**config.mk**
```make
export PLATFORM = sky130hd
export DESIGN_NAME = refcounted_address_table
export DESIGN_NICKNAME = d
export VERILOG_FILES = /design/src/sv/rcat_pkg.sv /design/src/sv/rcat_mem.sv /design/src/sv/refcounted_address_table.sv
export VERILOG_INCLUDE_DIRS = /design/src /design/src/sv
export SDC_FILE = /design/constraint.sdc
export NUM_CORES = 2
export LEC_CHECK = 0
export BUFFER_PORTS_ARGS = -buffer_cell sky130_fd_sc_hd__buf_2
export CORE_MARGIN = 5
export CORE_UTILIZATION = 35
export CTS_BUF_LIST = sky130_fd_sc_hd__clkbuf_4
export DETAILED_ROUTE_END_ITERATION = 10
export GPL_TIMING_DRIVEN = 0
export SETUP_SLACK_MARGIN = 0.2
export SLEW_MARGIN = 20
export SYNTH_ARGS = -nofsm -noshare
export SYNTH_HDL_FRONTEND = slang
export SYNTH_SLANG_ARGS = --single-unit
```
**constraint.sdc**
```tcl
create_clock -name aclk -period 24.9 [get_ports aclk]
set_clock_uncertainty 0.15 [all_clocks]
set_input_delay 3.735 -clock aclk [delete_from_list [all_inputs] [get_ports aclk]]
set_output_delay 3.735 -clock aclk [all_outputs]
set_load 0.01 [all_outputs]
```
**src/sv/refcounted_address_table_assert.svh**
```systemverilog
// Assertion macros for the reference-counted address table.
`ifndef REFCOUNTED_ADDRESS_TABLE_ASSERT_SVH
`define REFCOUNTED_ADDRESS_TABLE_ASSERT_SVH

// Check a property on every clock edge outside reset.
`define RCAT_ASSERT(label, prop, msg) \
    label: assert property (@(posedge aclk) disable iff (!aresetn) (prop)) else $error(msg);

// Check that a condition implies another on the following edge.
`define RCAT_ASSERT_NEXT(label, cond, expr, msg) \
    label: assert property (@(posedge aclk) disable iff (!aresetn) (cond) |=> (expr)) \
        else $error(msg);

`endif

```
**src/sv/rcat_pkg.sv**
```systemverilog
// Types, codes and defaults shared by the reference-counted address table.
package rcat_pkg;

    localparam int RCAT_ENTRIES_DEF = 16;

    localparam logic [2:0] MODE_ADD    = 3'd0;
    localparam logic [2:0] MODE_REMOVE = 3'd1;
    localparam logic [2:0] MODE_FIND   = 3'd2;
    localparam logic [2:0] MODE_GET    = 3'd3;
    localparam logic [2:0] MODE_SET    = 3'd4;

    localparam logic [2:0] STAT_OK        = 3'd0;
    localparam logic [2:0] STAT_NOT_FOUND = 3'd1;
    localparam logic [2:0] STAT_BAD_STATE = 3'd2;
    localparam logic [2:0] STAT_FULL      = 3'd3;
    localparam logic [2:0] STAT_BAD_ARG   = 3'd4;

    typedef struct packed {
        logic        valid;
        logic [31:0] key;
        logic [63:0] addr;
        logic [63:0] count;
    } rcat_entry_t;

    typedef enum logic [1:0] {
        S_CLEAR,
        S_IDLE,
        S_SCAN,
        S_EXEC
    } rcat_state_t;

endpackage

```
**src/sv/rcat_mem.sv**
```systemverilog
// Entry memory: one write port, one read port, registered read data.
module rcat_mem
    import rcat_pkg::*;
#(
    parameter int DEPTH = RCAT_ENTRIES_DEF,
    parameter int WIDTH = $bits(rcat_entry_t)
) (
    input  logic                     aclk,
    input  logic                     wr_en,
    input  logic [$clog2(DEPTH)-1:0] wr_addr,
    input  logic [WIDTH-1:0]         wr_data,
    input  logic [$clog2(DEPTH)-1:0] rd_addr,
    output logic [WIDTH-1:0]         rd_data
);

    logic [WIDTH-1:0] mem [DEPTH];
    logic [WIDTH-1:0] rd_data_reg;

    always_ff @(posedge aclk) begin
        if (wr_en) begin
            mem[wr_addr] <= wr_data;
        end
        rd_data_reg <= mem[rd_addr];
    end

    assign rd_data = rd_data_reg;

endmodule

```
**src/sv/refcounted_address_table.sv**
```systemverilog
// Top level of the reference-counted address table.
// Each request beat is looked up by a scan of the entry memory: one record is
// read per cycle through the single read port, and the scan closes once the
// registered read data of the last record has been examined. The scan finds the
// matching record and the lowest free record; the write-back state then modifies
// and writes the record back and loads the result, and the block returns to idle.
// No new request is accepted before the last one has been written back. Requests
// rejected on their arguments skip the scan and go straight to the write-back.
// The write-back waits while an earlier result is still held on the master side.
// After reset the block clears the valid flag of every record, one per cycle,
// and accepts no request until this is done. A result waiting on the master side
// does not stop the next request from being accepted and scanned.
module refcounted_address_table
    import rcat_pkg::*;
#(
    parameter int ENTRIES = RCAT_ENTRIES_DEF
) (
    input  logic         aclk,
    input  logic         aresetn,
    input  logic         s_tvalid,
    output logic         s_tready,
    // mode[2:0], space_key[34:3], virt_addr[98:35], count_value[162:99], zero fill
    input  logic [167:0] s_tdata,
    output logic         m_tvalid,
    input  logic         m_tready,
    // status[2:0], addr_out[66:3], count_out[130:67], live_entries[135:131]
    output logic [135:0] m_tdata
);

    localparam int IW = $clog2(ENTRIES);
    localparam int CW = IW + 1;
    localparam int LW = $clog2(ENTRIES + 1);
    localparam int EW = $bits(rcat_entry_t);

    rcat_state_t state_reg, state_next;

    logic [CW-1:0] scan_cnt_reg, scan_cnt_next;
    logic          rd_pend_reg, rd_pend_next;
    logic [IW-1:0] rd_idx_reg, rd_idx_next;
    logic          found_reg, found_next;
    logic          free_found_reg, free_found_next;
    logic [IW-1:0] match_slot_reg, match_slot_next;
    logic [IW-1:0] free_slot_reg, free_slot_next;
    rcat_entry_t   match_reg, match_next;
    logic [2:0]    mode_reg, mode_next;
    logic [31:0]   key_reg, key_next;
    logic [63:0]   vaddr_reg, vaddr_next;
    logic [63:0]   cval_reg, cval_next;
    logic          bad_arg_reg, bad_arg_next;
    logic [LW-1:0] live_reg, live_next;
    logic          m_tvalid_reg, m_tvalid_next;
    logic [135:0]  m_tdata_reg, m_tdata_next;

    logic          mem_we;
    logic [IW-1:0] mem_waddr;
    rcat_entry_t   mem_wdata;
    logic [IW-1:0] mem_raddr;
    logic [EW-1:0] mem_rdata;
    rcat_entry_t   rd_entry;

    logic          s_accept;
    logic          out_free;
    logic          scan_done;
    logic          clear_done;
    logic [2:0]    in_mode;
    logic [31:0]   in_key;
    logic [63:0]   in_vaddr;
    logic [63:0]   in_cval;
    logic          in_bad_arg;
    logic [2:0]    ex_status;
    logic [63:0]   ex_addr;
    logic [63:0]   ex_count;
    logic          ex_we;
    logic [IW-1:0] ex_waddr;
    rcat_entry_t   ex_wdata;
    logic [LW-1:0] ex_live;
    logic [63:0]   cnt_dec;
    logic [LW+4:0] live_ext;

    rcat_mem #(
        .DEPTH(ENTRIES),
        .WIDTH(EW)
    ) u_mem (
        .aclk    (aclk),
        .wr_en   (mem_we),
        .wr_addr (mem_waddr),
        .wr_data (mem_wdata),
        .rd_addr (mem_raddr),
        .rd_data (mem_rdata)
    );

    assign rd_entry   = rcat_entry_t'(mem_rdata);
    assign in_mode    = s_tdata[2:0];
    assign in_key     = s_tdata[34:3];
    assign in_vaddr   = s_tdata[98:35];
    assign in_cval    = s_tdata[162:99];
    assign in_bad_arg = (in_mode > MODE_SET) || (in_key == 32'd0) ||
                        ((in_mode == MODE_SET) && (in_cval == 64'd0));
    assign s_tready   = (state_reg == S_IDLE);
    assign s_accept   = s_tvalid && s_tready;
    assign out_free   = !m_tvalid_reg || m_tready;
    assign scan_done  = (scan_cnt_reg == CW'(ENTRIES)) && !rd_pend_reg;
    assign clear_done = (scan_cnt_reg == CW'(ENTRIES - 1));
    assign m_tvalid   = m_tvalid_reg;
    assign m_tdata    = m_tdata_reg;

    always_comb begin
        state_next = state_reg;
        case (state_reg)
            S_CLEAR: begin
                if (clear_done) begin
                    state_next = S_IDLE;
                end
            end
            S_IDLE: begin
                if (s_accept) begin
                    state_next = in_bad_arg ? S_EXEC : S_SCAN;
                end
            end
            S_SCAN: begin
                if (scan_done) begin
                    state_next = S_EXEC;
                end
            end
            S_EXEC: begin
                if (out_free) begin
                    state_next = S_IDLE;
                end
            end
            default: begin
                state_next = S_CLEAR;
            end
        endcase
    end

    always_comb begin
        ex_status = STAT_OK;
        ex_addr   = 64'd0;
        ex_count  = 64'd0;
        ex_we     = 1'b0;
        ex_waddr  = match_slot_reg;
        ex_wdata  = match_reg;
        ex_live   = live_reg;
        cnt_dec   = match_reg.count - 64'd1;
        if (bad_arg_reg) begin
            ex_status = STAT_BAD_ARG;
        end else if (mode_reg == MODE_ADD) begin
            if (found_reg) begin
                if ((match_reg.count == '1) || (match_reg.addr != vaddr_reg)) begin
                    ex_status = STAT_BAD_STATE;
                end else begin
                    ex_we          = 1'b1;
                    ex_wdata.count = match_reg.count + 64'd1;
                end
            end else if (!free_found_reg) begin
                ex_status = STAT_FULL;
            end else begin
                ex_we          = 1'b1;
                ex_waddr       = free_slot_reg;
                ex_wdata.valid = 1'b1;
                ex_wdata.key   = key_reg;
                ex_wdata.addr  = vaddr_reg;
                ex_wdata.count = 64'd1;
                ex_live        = live_reg + LW'(1);
            end
        end else if (!found_reg) begin
            ex_status = STAT_NOT_FOUND;
        end else begin
            case (mode_reg)
                MODE_REMOVE: begin
                    ex_we          = 1'b1;
                    ex_wdata.count = cnt_dec;
                    if (cnt_dec == 64'd0) begin
                        ex_wdata.valid = 1'b0;
                        ex_wdata.addr  = 64'd0;
                        if (live_reg != LW'(0)) begin
                            ex_live = live_reg - LW'(1);
                        end
                    end
                end
                MODE_FIND: begin
                    ex_addr = match_reg.addr;
                end
                MODE_GET: begin
                    ex_count = match_reg.count;
                end
                MODE_SET: begin
                    ex_we          = 1'b1;
                    ex_wdata.count = cval_reg;
                end
                default: begin
                    ex_status = STAT_BAD_ARG;
                end
            endcase
        end
        live_ext = (LW + 5)'(ex_live);
    end

    always_comb begin
        scan_cnt_next   = scan_cnt_reg;
        rd_pend_next    = 1'b0;
        rd_idx_next     = rd_idx_reg;
        found_next      = found_reg;
        free_found_next = free_found_reg;
        match_slot_next = match_slot_reg;
        free_slot_next  = free_slot_reg;
        match_next      = match_reg;
        mode_next       = mode_reg;
        key_next        = key_reg;
        vaddr_next      = vaddr_reg;
        cval_next       = cval_reg;
        bad_arg_next    = bad_arg_reg;
        live_next       = live_reg;
        m_tvalid_next   = m_tvalid_reg && !m_tready;
        m_tdata_next    = m_tdata_reg;
        mem_we          = 1'b0;
        mem_waddr       = scan_cnt_reg[IW-1:0];
        mem_wdata       = '0;
        mem_raddr       = scan_cnt_reg[IW-1:0];
        case (state_reg)
            S_CLEAR: begin
                mem_we        = 1'b1;
                scan_cnt_next = clear_done ? '0 : scan_cnt_reg + CW'(1);
            end
            S_IDLE: begin
                if (s_accept) begin
                    mode_next       = in_mode;
                    key_next        = in_key;
                    vaddr_next      = in_vaddr;
                    cval_next       = in_cval;
                    bad_arg_next    = in_bad_arg;
                    found_next      = 1'b0;
                    free_found_next = 1'b0;
                    scan_cnt_next   = '0;
                end
            end
            S_SCAN: begin
                if (scan_cnt_reg != CW'(ENTRIES)) begin
                    rd_pend_next  = 1'b1;
                    rd_idx_next   = scan_cnt_reg[IW-1:0];
                    scan_cnt_next = scan_cnt_reg + CW'(1);
                end
                if (rd_pend_reg) begin
                    if (rd_entry.valid && (rd_entry.key == key_reg) && !found_reg) begin
                        found_next      = 1'b1;
                        match_slot_next = rd_idx_reg;
                        match_next      = rd_entry;
                    end
                    if (!rd_entry.valid && !free_found_reg) begin
                        free_found_next = 1'b1;
                        free_slot_next  = rd_idx_reg;
                    end
                end
            end
            S_EXEC: begin
                if (out_free) begin
                    mem_we        = ex_we;
                    mem_waddr     = ex_waddr;
                    mem_wdata     = ex_wdata;
                    live_next     = ex_live;
                    m_tvalid_next = 1'b1;
                    m_tdata_next  = {live_ext[4:0], ex_count, ex_addr, ex_status};
                end
            end
            default: begin
                scan_cnt_next = '0;
            end
        endcase
    end

    always_ff @(posedge aclk) begin
        if (!aresetn) begin
            state_reg    <= S_CLEAR;
            scan_cnt_reg <= '0;
            rd_pend_reg  <= 1'b0;
            live_reg     <= '0;
            m_tvalid_reg <= 1'b0;
        end else begin
            state_reg    <= state_next;
            scan_cnt_reg <= scan_cnt_next;
            rd_pend_reg  <= rd_pend_next;
            live_reg     <= live_next;
            m_tvalid_reg <= m_tvalid_next;
        end
    end

    always_ff @(posedge aclk) begin
        rd_idx_reg     <= rd_idx_next;
        found_reg      <= found_next;
        free_found_reg <= free_found_next;
        match_slot_reg <= match_slot_next;
        free_slot_reg  <= free_slot_next;
        match_reg      <= match_next;
        mode_reg       <= mode_next;
        key_reg        <= key_next;
        vaddr_reg      <= vaddr_next;
        cval_reg       <= cval_next;
        bad_arg_reg    <= bad_arg_next;
        m_tdata_reg    <= m_tdata_next;
    end

`include "refcounted_address_table_assert.svh"

    `RCAT_ASSERT(a_live_bound, live_reg <= LW'(ENTRIES), "live count exceeds table size")
    `RCAT_ASSERT(a_live_exec, !$stable(live_reg) |-> $past(state_reg == S_EXEC), "live count moved outside write-back")
    `RCAT_ASSERT(a_result_exec, (m_tvalid_reg && !$past(m_tvalid_reg)) |-> $past(state_reg == S_EXEC), "result raised without write-back")
    `RCAT_ASSERT_NEXT(a_scan_start, s_accept && !in_bad_arg, state_reg == S_SCAN && scan_cnt_reg == '0, "scan did not start from first record")

endmodule
```
# Word level (Yosys, flattened, before mapping)
# Memories as Yosys holds them, arrays and structs flattened. A register that Yosys moved wholly into a read port is not among the register bits.
# Index checks and enable logic that the tools add are counted.
# classes
add_sub_neg	5
order_cmp	1
eq_ne	22
n_mux	68
n_bitwise	3
n_reduce_logical	39
# op_table
op	count
two-way mux 161 bit	4
two-way mux 128 bit	2
two-way mux 64 bit	4
logical NOT 64 bit	2
one-hot mux 64 bit (2 select lines)	1
two-way mux 97 bit	1
adder 64 x 1 -> 64 bit, second input constant	1
equality test 64 bit, second input constant	1
inequality test 64 bit	1
subtractor 64 x 1 -> 64 bit, second input constant	1
two-way mux 5 bit	11
equality test 32 bit	1
logical NOT 32 bit	1
two-way mux 32 bit	1
two-way mux 4 bit	6
two-way mux 1 bit	23
one-hot mux 5 bit (3 select lines)	1
inequality test 2 bit, second input constant	7
two-way mux 2 bit	6
two-way mux 3 bit	4
AND reduction 4 bit	3
OR reduction 4 bit	3
adder 5 x 1 -> 5 bit, second input constant	2
AND reduction 3 bit	3
other kinds (24)	48
# word_totals
ff_bits	489
ramBits	2576
in_bits	172
output_inout_bits	138
wordCells	162
n_memories	1
# memory_table
name	depth	width	rd	rd_clocked_by_memory_dff	wr	line_no	text
u_mem.mem	16	161	1	1	1	rcat_mem.sv:16	logic [WIDTH-1:0] mem [DEPTH];

# Longest topological paths before layout
# depth
word_depth	10
mapped_depth	15
mapped_depth_nobuf	12

# Cells and area by module
# Synthesis repeated with hierarchy kept, for this count alone.
# unflattened
hier_cells	6457
hier_area_um2	124903.5
# by_module_without_submodules
mod	instances	cells_per_inst	area_per_inst_um2	seq_area_each_um2
rcat_mem	1	4208	99905.8	80577.3
refcounted_address_table	1	2249	24997.7	14543.9

# Worst setup path after synthesis
# OpenSTA, ideal clock, no wires.
# synth_path
path_kind	register -> register
from	register state_reg[0]
to	register match_reg[0] (netlist bit), enable pin
setup_time_ps	1097
arrival_time_ps	16972
t_required_ps	23653
slack_ps	6681
path_stages_with_launch	8
path_buffers	0
period_less_slack_ps	18219
path_cell_list	dfxtp_1 > inv_1 > ha_1 > nand2_1 > a21o_1 > a221oi_1 > nand4_1 > nor4_1
# synth_between
elab_chain_len	2
# synth_lines
item	line_no	text
from (decl)	refcounted_address_table.sv:35	rcat_state_t state_reg, state_next;
from (signal assigned)	refcounted_address_table.sv:279	state_reg <= state_next;
equality test 2 bit	refcounted_address_table.sv:220	case (state_reg)
AND reduction 3 bit (no source line)	--	
to (signal assigned)	refcounted_address_table.sv:293	match_reg <= match_next;
to (decl)	refcounted_address_table.sv:44	rcat_entry_t match_reg, match_next;
# Every way passes these cells.
# A chain may end at the register's enable or synchronous reset.

# Final worst setup path
# layout_path
from	register match_reg[87] (netlist bit)
to	memory u_mem.mem[15][101] (netlist bit), enable pin
# layout_between
elab_chain_len	10
# layout_lines
item	line_no	text
inequality test 64 bit	refcounted_address_table.sv:149	if ((match_reg.count == '1) || (match_reg.addr != vaddr_reg)) begin
logical OR 1 bit	refcounted_address_table.sv:149	
two-way mux 1 bit	refcounted_address_table.sv:149	
two-way mux 1 bit	refcounted_address_table.sv:148	if (found_reg) begin
two-way mux 1 bit	refcounted_address_table.sv:147	end else if (mode_reg == MODE_ADD) begin
two-way mux 1 bit	refcounted_address_table.sv:145	if (bad_arg_reg) begin
two-way mux 1 bit	refcounted_address_table.sv:256	if (out_free) begin
one-hot mux 1 bit (2 select lines)	refcounted_address_table.sv:220	
two-way mux 1 bit	rcat_mem.sv:20	if (wr_en) begin
two-way mux 1 bit (not written as such)	rcat_mem.sv:21	mem[wr_addr] <= wr_data;
to (decl)	rcat_mem.sv:16	
# Every way passes these cells.

==> reports/qor.csv <==
stage,metric,value,unit
grt,met3 usage,0.0399,
sta,Max Freq,133,MHz
place,gpl congestion,0.932,
die,die height,606,um
place,Placed Cells incl. Taps,11600,
synth,Post-Syn Nets,6136,
die,die area,367000,sq um
grt,initial antenna violation count,28,
status,status,"finished, final reports clean",
synth,Cell variety after synth,75,
clocking,H-tree Lvls,6,
setup_path,R2R cell count,19,
hold_path,Hold Path Class,flip-flop to flip-flop,
drt,1st-pass router iterations,6,
sta,final setup vio count,0,
setup_path,Worst setup endpoint,u_mem.mem[15][101],
setup_path,Worst setup startpoint,match_reg[87],
setup_path,RR Startpoint,match_reg[87],
die,site row count,218,
clocking,Clock Tree Root,clkbuf_4,
place,DP HPWL,276000,um
synth,ys async rst share,0,
final_layout,most frequent cells in the layout,"3051 x edfxtp_1, 1275 x clkbuf_4, 805 x mux4_2",
setup_path,Setup CP Type,flip-flop to flip-flop,
clocking,TritonCTS Buffers,813,
setup_path,R2R setup slack,17.36,ns
sta,Tightest Pin Transition,1.20,ns
synth,Synth Instances,5951,
grt,largest net degree at the start of global routing,55,
clocking,setup bufs post-CTS,0,
synth,Synth top area share,0.738,
sta,final period utilization,0.303,
final_layout,Layout Utilization,0.420,
setup_path,CP required,25.90,ns
power,Peak VDD IR,0.0609,mV
power,Power Density,102,nW/um^2
grt,met2 GRT Util,0.336,
clocking,Clock Sink Count,3226,
drt,Final ANT Viol Nets,0,
sta,Tmin final,7.54,ns
synth,sequential share of the synthesized area,0.766,
clocking,CTS Hold Bufs,0,
grt,global-route usage over all layers,0.207,
place,IO Port Bufs,304,
final_layout,Largest register FFs,2576,
grt,GRT busiest layer,met2,
grt,met1 global-route usage,0.279,
drt,Vias/cell,5.41,
grt,first-pass GRT wire length,543000,um
drt,via count,70700,
die,Chip Width,606,um
sta,final max-slew violation count,0,
power,Pleak,47.8,nW
synth,main area contributors after synthesis,"edfxtp_1 74%, mux4_2 15%, dfxtp_1 2.8%",
clocking,Max Root-Sink Buffers,4,
die,io pins,310,
grt,total gr overflow,0,
setup_path,R2R Path End,u_mem.mem[15][101],
clocking,post-cts resize count,0,
synth,largest area contributor in the synthesized netlist,edfxtp_1,
sta,Slew HR,0.197,
clocking,CTS tree,yes,
job,max cap viols,0,
setup_path,crit path DAT,8.55,ns
final_layout,Post-Layout Cell Count,13100,
final_layout,share of layout cells above drive strength 1,0.391,
final_layout,final net count,7827,
sta,Fin. Hold Viols,0,
synth,top_reg_cell synth,edfxtp_1,
setup_path,CP Capture Type,flip-flop,
setup_path,CP Launch Type,flip-flop,
synth,Yosys warning count,0,
die,core footprint,353000,sq um
drt,WL final,388000,um
synth,number of synthesized flops with an enable pin,3051,
clocking,Skew-Pair Late Insertion Delay,1.55,ns
die,Initial Utilization,0.352,
clocking,"Clk pin slew, worst setup/hold paths",0.06,ns
sta,Setup TNS,0,ns
drt,drt drc,0,
sta,RSZ-0062 raised after global routing,no,
drt,wire length per cell,29.6,um
grt,number of global-route vias before repair,71800,
synth,Post-Syn Area,124000,sq um
final_layout,"commonest non-fill, non-tap cell in the layout",edfxtp_1,
final_layout,Layout area overhead,19.3,%
synth,Yosys reg bits,3226,
drt,initial detailed-routing violation count,8405,
setup_path,CP max FO,10,
synth,syn_area_per_cell,20.9,sq um
[stage by stage]
stage	setup slack (ns)	power [W]	cell area, sq um	hold WS, ns
floorplan	6.68	0.00933	124000	0.236
global placement	-14.45	0.0106	132000	0.237
finish	17.36	0.0152	148000	0.229
CTS	17.29	0.0153	148000	0.224
detailed placement	16.05	0.0107	137000	0.239
global route	17.20	0.0158	148000	0.239
[cell families (layout without fill, tap and decap cells)]
logic type / after synthesis / in the layout / synth area share
DFF: 3226 / 3226 / 0.766
and+or+nand+nor: 872 / 872 / 0.0374
muxes: 817 / 817 / 0.147
AOI/OAI and AO/OA: 490 / 490 / 0.0268
buffers and inverters: 396 / 2785 / 0.0121
xor gates and xnor gates: 137 / 137 / 0.00966
adders and majority gates: 13 / 13 / 0.00131
other: 0 / 8 / 0
[worst min-delay path by stage]
stage | from | endpoint | depth (start not counted)
after floorplan | u_mem.rd_data[0] | match_reg[0] | 0
final | u_mem.rd_data[4] | match_reg[4] | 0
after global routing | u_mem.rd_data[4] | match_reg[4] | 0
after global placement | u_mem.rd_data[96] | match_reg[96] | 0
after CTS | u_mem.rd_data[109] | match_reg[109] | 0
after detailed placement | u_mem.rd_data[111] | match_reg[111] | 0
[per-layer routing]
| layer | vias up | share of wire | wire, um |
|---|---|---|---|
| li1 | 28800 | - | - |
| met1 | 37200 | 0.40 | 154000 |
| met2 | 3919 | 0.48 | 187000 |
| met3 | 728 | 0.087 | 33500 |
| met4 | 12 | 0.036 | 14000 |
| met5 | - | 0.00020 | 77 |
[cell usage after synthesis, types with 8 or more instances]
| cell | instances |
|---|---|
| o21a_1 | 11 |
| nand3_1 | 73 |
| o2bb2ai_1 | 8 |
| nand4_1 | 49 |
| nand2_1 | 200 |
| or2_2 | 9 |
| buf_1 | 79 |
| inv_1 | 46 |
| mux4_2 | 805 |
| and4_1 | 9 |
| a22o_1 | 70 |
| a21oi_1 | 141 |
| xor2_1 | 107 |
| a31oi_1 | 24 |
| and2_1 | 137 |
| dfxtp_1 | 175 |
| or4_1 | 15 |
| a211oi_1 | 17 |
| a221oi_1 | 15 |
| o211ai_1 | 27 |
| buf_2 | 10 |
| o311a_1 | 10 |
| nor3_1 | 89 |
| nor2_1 | 93 |
| ha_1 | 13 |
| or3_1 | 25 |
| mux2i_1 | 8 |
| clkbuf_1 | 260 |
| xnor2_1 | 30 |
| nor2b_1 | 16 |
| and3_1 | 28 |
| o31ai_1 | 8 |
| o21ai_0 | 83 |
| edfxtp_1 | 3051 |
| nor4_1 | 93 |
[worst max-delay path, cell delays in order (launching register included)]
cell and delay (ns):
edfxtp_1 0.47, xor2_1 0.39, nor4_1 0.81, nand4_1 0.46
nor4_2 0.26, buf_4 0.22, buf_6 0.16, nand2_1 0.23
a41oi_1 0.62, o311ai_1 0.37, o21a_1 0.35, clkbuf_1 0.36
nor3_2 0.83, buf_6 0.25, buf_6 0.16, buf_4 0.19
buf_4 0.20, buf_4 0.22, buf_4 0.22, buf_4 0.21
[power breakdown]
part | leakage (nW) | internal (W) | switching [W]
Sequential | 28.0 | 0.00665 | 0.000212
Clock | 6.58 | 0.00248 | 0.00219
Combinational | 13.2 | 0.00168 | 0.00196
Total | 47.8 | 0.0108 | 0.00436
[cell type report]
class,count,area [sq um]
antenna,8,20.0
buffer,349,1450
clock buffer,1274,9560
clock inverter,239,1530
fill,31300,205000
inverter,47,176
multi-input combinational,2329,28100
sequential,3226,95100
tap,4730,5920
timing repair buffer,876,6340
Power figures use the tool's default switching activity.
